File: config.mk
export PLATFORM = sky130hd
export DESIGN_NAME = isotp_tx_segmenter_top
export DESIGN_NICKNAME = d
export VERILOG_FILES = /design/src/rtl/isotp_tx_pkg.sv /design/src/rtl/isotp_tx_segmenter_top.sv
export SDC_FILE = /design/constraint.sdc
export NUM_CORES = 1
export LEC_CHECK = 0
export BUFFER_PORTS_ARGS = -buffer_cell sky130_fd_sc_hd__buf_4
export CORE_UTILIZATION = 30
export CTS_CLUSTER_DIAMETER = 120
export DETAILED_ROUTE_END_ITERATION = 16
export PLACE_DENSITY_LB_ADDON = 0.2
export SETUP_SLACK_MARGIN = 0.3
export SLEW_MARGIN = 20
export SYNTH_ARGS = -nofsm -noshare
export SYNTH_HDL_FRONTEND = slang
export SYNTH_SLANG_ARGS = --single-unit
File: constraint.sdc
create_clock -name clk -period 13.4 [get_ports clk]
set_input_delay 1.34 -clock clk [delete_from_list [all_inputs] [get_ports clk]]
set_output_delay 1.34 -clock clk [all_outputs]
set_load 0.05 [all_outputs]
File: src/rtl/isotp_tx_pkg.sv
// Types, constants and frame packing shared by the ISO-TP transmit segmenter.
package isotp_tx_pkg;

  localparam logic [7:0]  PAD_BYTE      = 8'h55;
  localparam logic [55:0] PAD_56        = {7{PAD_BYTE}};
  localparam logic [7:0]  NR_SID        = 8'h7F;
  localparam logic [7:0]  NR_CODE       = 8'h10;
  localparam logic [7:0]  NR_LEN        = 8'h03;
  localparam logic [7:0]  SID_OFFSET    = 8'h40;
  localparam logic [3:0]  PCI_FIRST     = 4'h1;
  localparam logic [3:0]  PCI_CONSEC    = 4'h2;
  localparam logic [7:0]  FC_CONTINUE   = 8'h30;
  localparam logic [7:0]  FC_OVERFLOW   = 8'h32;
  localparam logic [7:0]  SEQ_START     = 8'h01;
  localparam logic [2:0]  FIRST_BYTES   = 3'd6;
  localparam logic [2:0]  CONSEC_BYTES  = 3'd7;
  localparam logic [15:0] SINGLE_MAX    = 16'd7;

  localparam logic [2:0] KIND_SINGLE = 3'd0;
  localparam logic [2:0] KIND_FIRST  = 3'd1;
  localparam logic [2:0] KIND_CONSEC = 3'd2;
  localparam logic [2:0] KIND_FC     = 3'd3;
  localparam logic [2:0] KIND_NR     = 3'd4;

  localparam logic [1:0] MODE_IDLE   = 2'd0;
  localparam logic [1:0] MODE_SINGLE = 2'd1;
  localparam logic [1:0] MODE_FIRST  = 2'd2;
  localparam logic [1:0] MODE_CONSEC = 2'd3;

  localparam logic [1:0] REG_BLOCK_SIZE = 2'd0;
  localparam logic [1:0] REG_SEP_TIME   = 2'd1;

  typedef struct packed {
    logic [63:0] frame;
    logic [2:0]  kind;
    logic        done;
  } result_t;

  // Header byte, the n newest collected bytes, then padding.
  function automatic logic [63:0] pack_frame(input logic [7:0] hdr, input logic [55:0] asm,
                                             input logic [2:0] n);
    logic [5:0]  dshift;
    logic [5:0]  pshift;
    logic [55:0] datamask;
    logic [55:0] padmask;
    logic [55:0] body;
    dshift   = {n, 3'b000};
    pshift   = {3'd7 - n, 3'b000};
    datamask = ~({56{1'b1}} << dshift);
    padmask  = {56{1'b1}} >> dshift;
    body     = ((asm & datamask) << pshift) | (PAD_56 & padmask);
    return {hdr, body};
  endfunction

endpackage

File: src/rtl/isotp_tx_segmenter_top.sv
// ISO-TP transmit segmenter: message bytes in, CAN frames out.
// One request is taken per cycle while in_stall is low, and any frame it makes is registered
// into the output register or, while the output is stalled, into the one-entry skid stage
// behind it. All segmentation work is a single registered step. Input stalls from the cycle
// after a frame enters the skid stage until the cycle after the output register is next read.
// Until the skid stage fills, requests keep flowing under an output stall.
module isotp_tx_segmenter_top
  import isotp_tx_pkg::*;
(
  input  logic        clk,
  input  logic        rst_n,
  input  logic        in_valid,
  output logic        in_stall,
  input  logic        in_action,
  input  logic [7:0]  in_data_byte,
  input  logic        in_start_of_message,
  input  logic [15:0] in_message_length,
  output logic        out_valid,
  input  logic        out_stall,
  output logic [63:0] out_frame,
  output logic [2:0]  out_frame_kind,
  output logic        out_message_done,
  input  logic        cfg_valid,
  output logic        cfg_ready,
  input  logic [1:0]  cfg_index,
  input  logic [7:0]  cfg_wdata
);

  logic [7:0]  block_size_r;
  logic [7:0]  sep_time_r;
  logic [55:0] asm_r, asm_nxt;
  logic [2:0]  bif_r, bif_nxt;
  logic [15:0] rem_r, rem_nxt;
  logic [7:0]  seq_r, seq_nxt;
  logic [1:0]  mode_r, mode_nxt;
  logic [11:0] hlen_r, hlen_nxt;
  result_t     res;
  logic        res_valid;
  result_t     out_r, skid_r;
  logic        out_valid_r, skid_valid_r;
  logic        acc;
  logic        pop;
  logic        collect;

  assign cfg_ready = 1'b1;
  assign in_stall  = skid_valid_r;
  assign acc       = in_valid && !in_stall;
  assign pop       = out_valid_r && !out_stall;

  always_comb begin
    asm_nxt   = asm_r;
    bif_nxt   = bif_r;
    rem_nxt   = rem_r;
    seq_nxt   = seq_r;
    mode_nxt  = mode_r;
    hlen_nxt  = hlen_r;
    res       = '0;
    res_valid = 1'b0;
    collect   = 1'b0;
    if (in_action) begin
      res.frame = {(seq_r > block_size_r) ? FC_OVERFLOW : FC_CONTINUE, block_size_r, sep_time_r,
                   PAD_56[39:0]};
      res.kind  = KIND_FC;
      res_valid = 1'b1;
      seq_nxt   = SEQ_START;
    end else if (in_start_of_message) begin
      asm_nxt = '0;
      bif_nxt = '0;
      if (|in_message_length[15:12]) begin
        res.frame = {NR_LEN, NR_SID, in_data_byte - SID_OFFSET, NR_CODE, PAD_56[31:0]};
        res.kind  = KIND_NR;
        res.done  = 1'b1;
        res_valid = 1'b1;
        mode_nxt  = MODE_IDLE;
        rem_nxt   = '0;
      end else if (in_message_length == 16'd0) begin
        hlen_nxt  = '0;
        res.frame = {8'h00, PAD_56};
        res.kind  = KIND_SINGLE;
        res.done  = 1'b1;
        res_valid = 1'b1;
        mode_nxt  = MODE_IDLE;
        rem_nxt   = '0;
      end else begin
        hlen_nxt = in_message_length[11:0];
        rem_nxt  = in_message_length;
        mode_nxt = (in_message_length <= SINGLE_MAX) ? MODE_SINGLE : MODE_FIRST;
        collect  = 1'b1;
      end
    end else if (mode_r != MODE_IDLE) begin
      collect = 1'b1;
    end

    if (collect) begin
      asm_nxt = {asm_nxt[47:0], in_data_byte};
      bif_nxt = bif_nxt + 3'd1;
      rem_nxt = rem_nxt - 16'd1;
      unique case (mode_nxt)
        MODE_SINGLE: begin
          if (rem_nxt == 16'd0) begin
            res.frame = pack_frame(hlen_nxt[7:0], asm_nxt, bif_nxt);
            res.kind  = KIND_SINGLE;
            res.done  = 1'b1;
            res_valid = 1'b1;
            mode_nxt  = MODE_IDLE;
            bif_nxt   = '0;
          end
        end
        MODE_FIRST: begin
          if (bif_nxt == FIRST_BYTES) begin
            res.frame = {PCI_FIRST, hlen_nxt, asm_nxt[47:0]};
            res.kind  = KIND_FIRST;
            res_valid = 1'b1;
            mode_nxt  = MODE_CONSEC;
            bif_nxt   = '0;
            asm_nxt   = '0;
          end
        end
        MODE_CONSEC: begin
          if (bif_nxt == CONSEC_BYTES || rem_nxt == 16'd0) begin
            res.frame = pack_frame({PCI_CONSEC, seq_r[3:0]}, asm_nxt, bif_nxt);
            res.kind  = KIND_CONSEC;
            res.done  = (rem_nxt == 16'd0);
            res_valid = 1'b1;
            seq_nxt   = seq_r + 8'd1;
            bif_nxt   = '0;
            asm_nxt   = '0;
            if (rem_nxt == 16'd0) begin
              mode_nxt = MODE_IDLE;
            end
          end
        end
        default: begin
        end
      endcase
    end
  end

  always_ff @(posedge clk) begin
    if (!rst_n) begin
      block_size_r <= '0;
      sep_time_r   <= '0;
    end else if (cfg_valid && cfg_ready) begin
      if (cfg_index == REG_BLOCK_SIZE) begin
        block_size_r <= cfg_wdata;
      end else if (cfg_index == REG_SEP_TIME) begin
        sep_time_r <= cfg_wdata;
      end
    end
  end

  always_ff @(posedge clk) begin
    if (!rst_n) begin
      asm_r  <= '0;
      bif_r  <= '0;
      rem_r  <= '0;
      seq_r  <= SEQ_START;
      mode_r <= MODE_IDLE;
      hlen_r <= '0;
    end else if (acc) begin
      asm_r  <= asm_nxt;
      bif_r  <= bif_nxt;
      rem_r  <= rem_nxt;
      seq_r  <= seq_nxt;
      mode_r <= mode_nxt;
      hlen_r <= hlen_nxt;
    end
  end

  always_ff @(posedge clk) begin
    if (!rst_n) begin
      out_valid_r  <= 1'b0;
      skid_valid_r <= 1'b0;
    end else if (!out_valid_r || pop) begin
      if (skid_valid_r) begin
        out_valid_r  <= 1'b1;
        skid_valid_r <= acc && res_valid;
      end else begin
        out_valid_r <= acc && res_valid;
      end
    end else if (acc && res_valid) begin
      skid_valid_r <= 1'b1;
    end
  end

  always_ff @(posedge clk) begin
    if (!out_valid_r || pop) begin
      if (skid_valid_r) begin
        out_r  <= skid_r;
        skid_r <= res;
      end else begin
        out_r <= res;
      end
    end else if (acc && res_valid) begin
      skid_r <= res;
    end
  end

  assign out_valid        = out_valid_r;
  assign out_frame        = out_r.frame;
  assign out_frame_kind   = out_r.kind;
  assign out_message_done = out_r.done;

  a_skid_behind_out: assert property (@(posedge clk) disable iff (!rst_n)
    skid_valid_r |-> out_valid_r)
    else $error("skid entry held with output register empty");

  a_single_pending: assert property (@(posedge clk) disable iff (!rst_n)
    (mode_r == MODE_SINGLE) |-> (rem_r != 16'd0 && rem_r <= SINGLE_MAX))
    else $error("single frame mode with bad remaining count");

  a_idle_empty: assert property (@(posedge clk) disable iff (!rst_n)
    (mode_r == MODE_IDLE) |-> (bif_r == 3'd0))
    else $error("bytes collected while idle");

  a_fc_resets_seq: assert property (@(posedge clk) disable iff (!rst_n)
    (acc && in_action) |=> (seq_r == SEQ_START))
    else $error("sequence count not restarted by flow control");

endmodule

==> qor.yml, run 1 <==
grt_pass1_vias: 11600
die_y_um: 214
synth_top_family_by_area: "compound AO/OA/AOI/OAI gates"
start_util_pct: 30.5
critPathCapture: "skid_r[48]"
syn_to_final_growth_pct: 16.8
antenna_found_initial: 0
synthMuxAreaShare_pct: 3.99
numCtsBuffers: 28
synthAdderAreaFrac_pct: 1.57
remaining_drc_errors: 0
setup-tns-final_ps: 0
finalClockSkew_ps: 17.2
post-route-period-util_pct: 50.5
post_cts_buffers: 0
insertedDiodeCount: 0
crit_start: "in_action"
grtUsageTotal_pct: 20.7
vdd_ir_drop_max_uv: 84.0
core_um2: 44300
rsz0062_at_grt: "no"
ys_async_sr_fraction_pct: 0
grt_start_max_net_pins: 72
clk_pin_slew_ps: 60
firstDrtPassIters: 5
grt_pass1_wl_um: 74100
hold_viol_final: 0
netlist_instances: 1464
vias_per_cell: 5.78
die_area_um2: 46000
setup_viol: 0
wl_per_cell_um: 23.0
fin_nets: 1566
placed_area_um2: 14800
synth_top_flop_cell: "edfxtp_1"
worstMarginPinSlew_ps: 1120
r2r_setup_slack_ps: 7940
place_worst_setup_slack_ps: 6220
synthXorXnorAreaFrac_pct: 0.453
p_leak_nw: 5.76
critPathKind: "input pin to flip-flop"
crit_slowest_cell: "nor2_1"
yosysWarnings: 0
vias: 12300
yosys.area_share.simple_pct: 17.1
drt_wl_total_um: 48800
drive_gt1_share_pct: 15.6
cp_common_cell: "buf_4"
slew_headroom_pct: 24.8
io_pins: 112
end_kind: "flip-flop"
worstPathCellList: "buf_4 -> nand2b_2 -> buf_4 -> nand2_1 -> inv_1 -> ha_1 -> inv_1 -> ha_1 -> inv_2 -> nand2_1 -> nor2_1 -> o31a_1 -> o211ai_1 -> o21ai_4 -> buf_4"
seq_area_frac_synth_pct: 46.0
ys_seq_elements: 243
layout_min_cycle_time_ps: 6760
synth_compound_area_share_pct: 26.5
crit_path_max_fanout: 71
cp.depth: 15
synth.cell_area_um2: 13500
hold_buffers: 0
synth_nets: 1522
ant_nets: 0
fmax_mhz: 148
reg2reg_to: "skid_r[48]"
die-width_um: 214
gp_congestion: 0.961
r2r_cells: 12
ys_types: 84
cts_tree: "done"
synth-edff-count: 136
cts_max_path_buffers: 3
r2r_start: "bif_r[0]"
clock_latency_ps: 570
layout_setup_ws_ps: 6640
clock-sinks: 243
hold_path.class: "flip-flop to flip-flop"
cts_max_level: 1
crit_buf_inv: 6
worstPathRequired_ps: 13590
status: "complete, no violations"
avgSynthCellArea_um2: 9.24
p_per_area_nw_per_um2: 122
cp_top_family: "buffers and inverters"
cap_violations: 0
drt_iter0_markers: 1284
drv_slew: 0
finish.instance_area_um2: 15800
port-buffer-count: 110
crit_arrival_ps: 6950
startpoint_type: "input pin"
rows: 77
slowest_delay_ps: 840
hpwl_um: 34100
root_buffer: "clkbuf_16"
cts.repair.resized: 0
overflow: 0
[layer usage]
layer | vias to the layer above | wire length [µm] | share of wire (%) | GRT usage, %
met2 | 515 | 21100 | 43 | 31.0
met3 | 93 | 3290 | 6.7 | 2.81
met5 | - | 0 | 0 | 0
li1 | 5625 | - | - | -
met1 | 6026 | 22800 | 47 | 30.2
met4 | 0 | 1640 | 3.4 | 7.52
[through the flow]
stage / cells / power, mW / hold WS, ps / utilization, %
final: 2122 / 1.92 / 466 / 35.6
after floorplan: 1464 / 1.03 / 436 / -
after detailed placement: 2070 / 1.13 / 458 / 33.5
after global routing: 2122 / 1.99 / 488 / 35.6
after CTS: 2122 / 1.94 / 468 / 35.6
after global placement: 2070 / 1.13 / 450 / 33.5
[how the worst min path moves through the flow]
stage               startpoint        end  slack (ps)  depth (start not counted)
floorplan             bif_r[2]   bif_r[2]         440                          2
global placement     asm_r[47]  asm_r[47]         450                          1
detailed placement   asm_r[47]  asm_r[47]         460                          1
CTS                  hlen_r[9]  hlen_r[9]         470                          2
global route         hlen_r[9]  hlen_r[9]         490                          2
finish               hlen_r[9]  hlen_r[9]         470                          2
[registers in the layout, indices dropped and copies added (netlist names)]
| signal | flops |
|---|---|
| out_valid | 1 |
| asm_r | 48 |
| in_stall | 1 |
| mode_r | 2 |
| out_frame | 64 |
| bif_r | 3 |
| hlen_r | 12 |
| out_frame_kind | 3 |
| skid_r | 68 |
| rem_r | 16 |
| sep_time_r | 8 |
| seq_r | 8 |
| block_size_r | 8 |
| out_message_done | 1 |
[cell usage after synthesis (all sizes together) (17+ instances only)]
cell type  number  area [µm²]
nand2         164         618
edfxtp        136        4080
a21oi         113         581
dfxtp         107        2140
o21ai         104         524
nor2          101         379
clkbuf         96         360
a22o           71         622
nand3          48         240
a31oi          35         219
and3           34         213
nor2b          34         213
mux2           31         349
inv            30         113
nor3           28         156
a22oi          24         180
buf            22         120
a21boi         20         150
o31ai          20         155
mux2i          19         190
a221oi         18         164
ha             17         213
[logic make-up (layout without fill, tap and decap cells)]
logic type | Yosys count | after routing
compound gates | 520 | 520
xor+xnor | 7 | 7
fa+ha+maj | 17 | 17
buf+inv | 149 | 215
flops | 243 | 243
mux | 50 | 50
other cells | 1 | 1
simple gates | 477 | 477
[layout by cell type (no fill, tap or decap), drive strengths merged, types with 13 or more instances in the layout]
cell type    n
a211oi      13
a21boi      20
a21oi      113
a221oi      18
a22o        71
a22oi       24
a31oi       35
and3        34
buf        132
clkbuf      38
dfxtp      107
edfxtp     136
ha          17
inv         31
mux2        31
mux2i       19
nand2      164
nand3       48
nor2       101
nor2b       34
nor3        28
o211ai      13
o21ai      104
o31ai       20
[area by class of cell]
cell class,instances,area (µm²)
Clock buffer,38,779
Clock inverter,14,186
Fill cell,4569,28500
Inverter,31,116
Multi-Input combinational cell,1072,6760
Sequential cell,243,6230
Tap cell,592,741
Timing Repair Buffer,132,991
[power by group]
part / total (mW) / switching [mW] / internal (mW)
registers: 0.835 / 0.0159 / 0.819
logic: 0.279 / 0.197 / 0.0820
clock network: 0.809 / 0.323 / 0.485
total: 1.92 / 0.537 / 1.39
[worst register-to-register path, stage by stage (launching register included)]
cell	delay, ps
dfxtp_1	360
nand2_1	320
inv_2	320
ha_1	220
inv_1	50
ha_1	310
inv_2	510
nand2_1	310
nor2_1	840
o31a_1	320
o211ai_1	140
o21ai_4	710
buf_4	630
Note: power is estimated with default switching activity, not from simulation.
==> inputs of run 2 (changes only) <==
==> constraint.sdc (replaced) <==
create_clock -name clk -period 7.08 [get_ports clk]
set_input_delay 0.708 -clock clk [delete_from_list [all_inputs] [get_ports clk]]
set_output_delay 0.708 -clock clk [all_outputs]
set_load 0.05 [all_outputs]
==> run 2 against run 1 <==
Effect of this change: cell count grew 0.33%; cell area is essentially flat; utilization barely moved; critical path type unchanged; critical endpoint is now out_frame[48]; largest power group unchanged.
==> qor.yml, run 2 (same netlist as run 1, synthesis figures left out) <==
cts_max_level: 1  # unchanged
startpoint_type: "input pin"
rows: 77  # unchanged
core_um2: 44300  # unchanged
largest_reg_flops: 68  # unchanged
worstMarginPinSlew_ps: 966  # -158 ps
syn_to_final_growth_pct: 16.8  # about the same
insertedDiodeCount: 0  # unchanged
gp_congestion: 0.949  # -1.3%
cp_top_family: "simple AND/OR/NAND/NOR gates"
port-buffer-count: 110  # unchanged
p_per_area_nw_per_um2: 224  # +84%
slew_headroom_pct: 35.6  # +11 points
vdd_ir_drop_max_uv: 164  # +96%
clock_latency_ps: 550  # -20 ps
reg2reg_to: "out_frame[48]"
drt_iter0_markers: 1419  # +11%
worstPathCellList: "buf_4 -> nand2b_2 -> nand2_1 -> inv_2 -> ha_1 -> inv_1 -> ha_1 -> buf_4 -> nor2b_1 -> and3_1 -> a221oi_1 -> a211oi_1 -> a211o_1 -> a22oi_1 -> o221ai_1"
placed_area_um2: 14900  # +0.41%
start_util_pct: 30.5  # unchanged
die-width_um: 214  # unchanged
numCtsBuffers: 29  # +3.6%
root_buffer: "clkbuf_16"
hpwl_um: 35000  # +2.7%
r2r_setup_slack_ps: 2800  # -5140 ps
cts.repair.resized: 0  # unchanged
antenna_found_initial: 0  # unchanged
crit_arrival_ps: 5490  # -1460 ps
grt_pass1_wl_um: 74800  # +0.92%
worstPathRequired_ps: 7330  # -6260 ps
rsz0062_at_grt: "no"
post_cts_buffers: 0  # unchanged
hold_buffers: 0  # unchanged
most-common-layout-cells: "nand2_1, buf_4, edfxtp_1"
drive_gt1_share_pct: 16.0  # +0.45 points
cp.depth: 15  # unchanged
status: "complete, no violations"
setup-tns-final_ps: 0  # unchanged
remaining_drc_errors: 0  # unchanged
drv_slew: 0  # unchanged
grt_start_max_net_pins: 72  # unchanged
die_y_um: 214  # unchanged
ant_nets: 0  # unchanged
critPathKind: "input pin to flip-flop"
cap_violations: 0  # unchanged
hold_path_end: "block_size_r[3]"
finalPower_mw: 3.54  # +84%
r2r_start: "bif_r[0]"
io_pins: 112  # unchanged
place_worst_setup_slack_ps: 1450  # -4760 ps
drt_wl_total_um: 49300  # +1.0%
die_area_um2: 46000  # unchanged
crit_buf_inv: 4  # -2
r2r_cells: 13  # +1
regMostFlops: "skid_r"
min-delay-start: "cfg_wdata[3]"
layout_min_cycle_time_ps: 5230
firstDrtPassIters: 6  # +1
wl_per_cell_um: 23.2  # +0.69%
grt_pass1_vias: 11600  # +0.60%
setup_viol: 0  # unchanged
clock-sinks: 243  # unchanged
slowest_delay_ps: 600  # -240 ps
crit_slowest_cell: "nand2b_2"
layout_commonest_cell: "nand2_1"
post-route-period-util_pct: 73.9
grtUsageTotal_pct: 21.0  # +0.23 points
cts_max_path_buffers: 3  # unchanged
min_path_cells: 3  # +1
hold_path.class: "input pin to flip-flop"
clk_pin_slew_ps: 60  # about the same
overflow: 0  # unchanged
hold_viol_final: 0  # unchanged
layout_setup_ws_ps: 1850  # -4790 ps
p_leak_nw: 5.78  # +0.25%
finalClockSkew_ps: 11.8  # -5.42 ps
fin_nets: 1573  # +0.45%
cts_tree: "done"
crit_path_max_fanout: 39  # -45%
vias: 12400  # +0.77%
finish.instance_area_um2: 15800  # about the same
fmax_mhz: 191
vias_per_cell: 5.80  # +0.44%
end_kind: "flip-flop"
## run 2: cell type report
class | count | area, µm²
Clock buffer | 39 | 796
Inverter | 31 | 116
Clock inverter | 14 | 109
Multi-Input combinational cell | 1072 | 6760
Sequential cell | 243 | 6230
Fill cell | 4503 | 28500
Timing Repair Buffer | 138 | 1050
Tap cell | 592 | 741
## run 2: how the worst max path moves through the flow
stage	startpoint	end	slack, ps
global placement	in_action	out_frame[32]	1550
global route	in_action	skid_r[58]	1660
finish	in_action	out_frame[48]	1850
CTS	in_action	out_frame[48]	2040
floorplan	in_action	skid_r[0]	1000
detailed placement	in_action	out_frame[48]	1450
## run 2: power by group
group          switching (mW)  internal [mW]  total [mW]
logic                   0.373          0.156       0.529
clock network           0.606          0.824        1.43
registers              0.0304           1.55        1.58
## run 2: tightest hold or removal path, stage by stage
cell and delay (ps):
buf_4 80, a21oi_1 50, nor2b_1 90
## run 2: metal layers
metal / vias up / routed length [µm] / global-route usage (%)
met3: 85 / 3700 / 2.64
met2: 598 / 21500 / 32.0
met4: 0 / 1480 / 7.10
met5: - / 0 / 0
met1: 6023 / 22600 / 30.4
li1: 5648 / - / -
## run 2: stage by stage
step | utilization (%) | hold slack [ps] | cells
after floorplan | - | 436 | 1464
after global placement | 33.6 | 452 | 2076
after detailed placement | 33.6 | 459 | 2076
after CTS | 35.6 | 402 | 2129
after global routing | 35.7 | 419 | 2129
final | 35.7 | 419 | 2129
==> inputs of run 3 (changes only) <==
==> constraint.sdc (replaced) <==
create_clock -name clk -period 4.7 [get_ports clk]
set_input_delay 0.47 -clock clk [delete_from_list [all_inputs] [get_ports clk]]
set_output_delay 0.47 -clock clk [all_outputs]
set_load 0.05 [all_outputs]
==> run 3 against run 2 <==
Effect of this change: via count is 1.1% lower; worst hold slack worse by 250 ps; first-iteration DRC count is 17% lower; routed wire length is 0.62% lower; critical path depth is 5 lower; die area stayed put; combinational power is 54% higher; clock-buffer cell count is 10 lower.
==> qor.yml, run 3 (same netlist as run 1, synthesis figures left out) <==
status: "complete, no violations"
slew_headroom_pct: 31.7  # -3.9 points
drt_wl_total_um: 49000  # -0.62%
regMostFlops: "skid_r"
reg2reg_to: "skid_r[28]"
firstDrtPassIters: 6  # unchanged
ant_nets: 0  # unchanged
io_pins: 112  # unchanged
port-buffer-count: 110  # unchanged
start_util_pct: 30.5  # unchanged
fmax_mhz: 254
largest_reg_flops: 68  # unchanged
critPathKind: "flip-flop to flip-flop"
cts_max_level: 1  # unchanged
r2r_cells: 10  # -3
die_area_um2: 46000  # unchanged
placed_area_um2: 15100  # +1.4%
vias: 12200  # -1.1%
gp_congestion: 0.925  # -2.5%
clock-sinks: 243  # unchanged
fin_nets: 1591  # +1.1%
setup-tns-final_ps: 0  # unchanged
r2r_setup_slack_ps: 760  # -2040 ps
cts_tree: "done"
finish.instance_area_um2: 16100  # +1.8%
vias_per_cell: 5.69  # -2.0%
drive_gt1_share_pct: 17.6  # +1.6 points
remaining_drc_errors: 0  # unchanged
most-common-layout-cells: "nand2_1, buf_4, edfxtp_1"
die_y_um: 214  # unchanged
setup_viol: 0  # unchanged
syn_to_final_growth_pct: 18.9
antenna_found_initial: 0  # unchanged
grtUsageTotal_pct: 20.8  # -0.19 points
fillCellCount: 4558  # +1.2%
grt_pass1_vias: 11500  # -1.2%
die-width_um: 214  # unchanged
wl_per_cell_um: 22.8  # -1.5%
core_um2: 44300  # unchanged
r2r_start: "rem_r[4]"
end_kind: "flip-flop"
startpoint_type: "flip-flop"
layout_setup_ws_ps: 759  # -1090 ps
hpwl_um: 34800  # -0.82%
critPathCapture: "skid_r[28]"
numCtsBuffers: 28  # -3.4%
p_leak_nw: 5.92  # +2.5%
hold_path.class: "input pin to flip-flop"
drt_iter0_markers: 1182  # -17%
insertedDiodeCount: 0  # unchanged
overflow: 0  # unchanged
vdd_ir_drop_max_uv: 263  # +60%
layout_min_cycle_time_ps: 3940
layout_commonest_cell: "nand2_1"
crit_path_max_fanout: 68  # +74%
cap_violations: 0  # unchanged
post-route-period-util_pct: 83.9
finalPower_mw: 5.55  # +57%
crit_start: "rem_r[4]"
worstMarginPinSlew_ps: 1020  # +55.1 ps
rows: 77  # unchanged
rsz0062_at_grt: "no"
hold_buffers: 0  # unchanged
root_buffer: "clkbuf_16"
clk_pin_slew_ps: 70  # about the same
drv_slew: 0  # unchanged
post_cts_buffers: 0  # unchanged
clock_latency_ps: 570  # +20 ps
place_worst_setup_slack_ps: 315  # -1140 ps
grt_start_max_net_pins: 72  # unchanged
crit_arrival_ps: 4140  # -1350 ps
grt_pass1_wl_um: 74100  # -0.98%
hold_viol_final: 0  # unchanged
worstPathRequired_ps: 4900  # -2430 ps
cts.repair.resized: 0  # unchanged
cts_max_path_buffers: 3  # unchanged
finalClockSkew_ps: 32.0  # +20.2 ps
p_per_area_nw_per_um2: 345  # +54%
-- run 3: changes by cell type in the layout (fill, tap and decap cells not counted), moves of 2 or more --
| cell | before | now |
|---|---|---|
| clkinv_1 | 4 | 7 |
| clkbuf_2 | 2 | 0 |
| bufinv_16 | 1 | 6 |
| buf_4 | 137 | 155 |
| clkbuf_1 | 5 | 1 |
| clkbuf_8 | 3 | 0 |
-- run 3: cell type report --
| cell class | count | area [µm²] | share of cell area, % |
|---|---|---|---|
| Tap cell | 592 | 741 | 4.60 |
| Timing Repair Buffer | 157 | 1200 | 7.48 |
| Clock buffer | 29 | 704 | 4.38 |
| Clock inverter | 23 | 285 | 1.77 |
| Multi-Input combinational cell | 1072 | 6810 | 42.3 |
| Inverter | 31 | 116 | 0.723 |
| Sequential cell | 243 | 6230 | 38.7 |
-- run 3: layer usage --
layer	up-vias	global-route usage, %	wire, µm
met3	49	2.48	3000
met5	-	0	0
li1	5680	-	-
met4	0	5.43	1030
met2	489	32.6	22200
met1	5995	30.1	22800
-- run 3: stage by stage --
stage               util, %  std cells  hold slack, ps
floorplan                 -       1464             436
global placement       34.1       2095             451
detailed placement     34.1       2095             462
CTS                    36.3       2147             139
global route           36.3       2147             169
finish                 36.3       2147             164
-- run 3: worst min path at each step --
stage,cells after the start,slack [ps],start,end
5_1_grt,3,170,cfg_wdata[2],sep_time_r[2]
6_report,3,160,cfg_wdata[2],block_size_r[2]
4_1_cts,3,140,cfg_wdata[4],block_size_r[4]
3_5_place_dp,1,460,asm_r[47],asm_r[47]
3_3_place_gp,1,450,asm_r[47],asm_r[47]
2_1_floorplan,2,440,bif_r[2],bif_r[2]
-- run 3: critical path, stage by stage (launching register included) --
cell	delay, ps
dfxtp_1	390
or4_4	560
or3_1	420
xnor2_1	140
o22ai_1	360
and3_1	280
and4_4	390
o31a_1	240
o211ai_1	170
o21ai_4	220
buf_12	350
-- run 3: power breakdown --
group          switching, mW  internal (mW)
registers             0.0461           2.33
clock network          0.935           1.42
logic                  0.566          0.247
total                   1.55           4.01
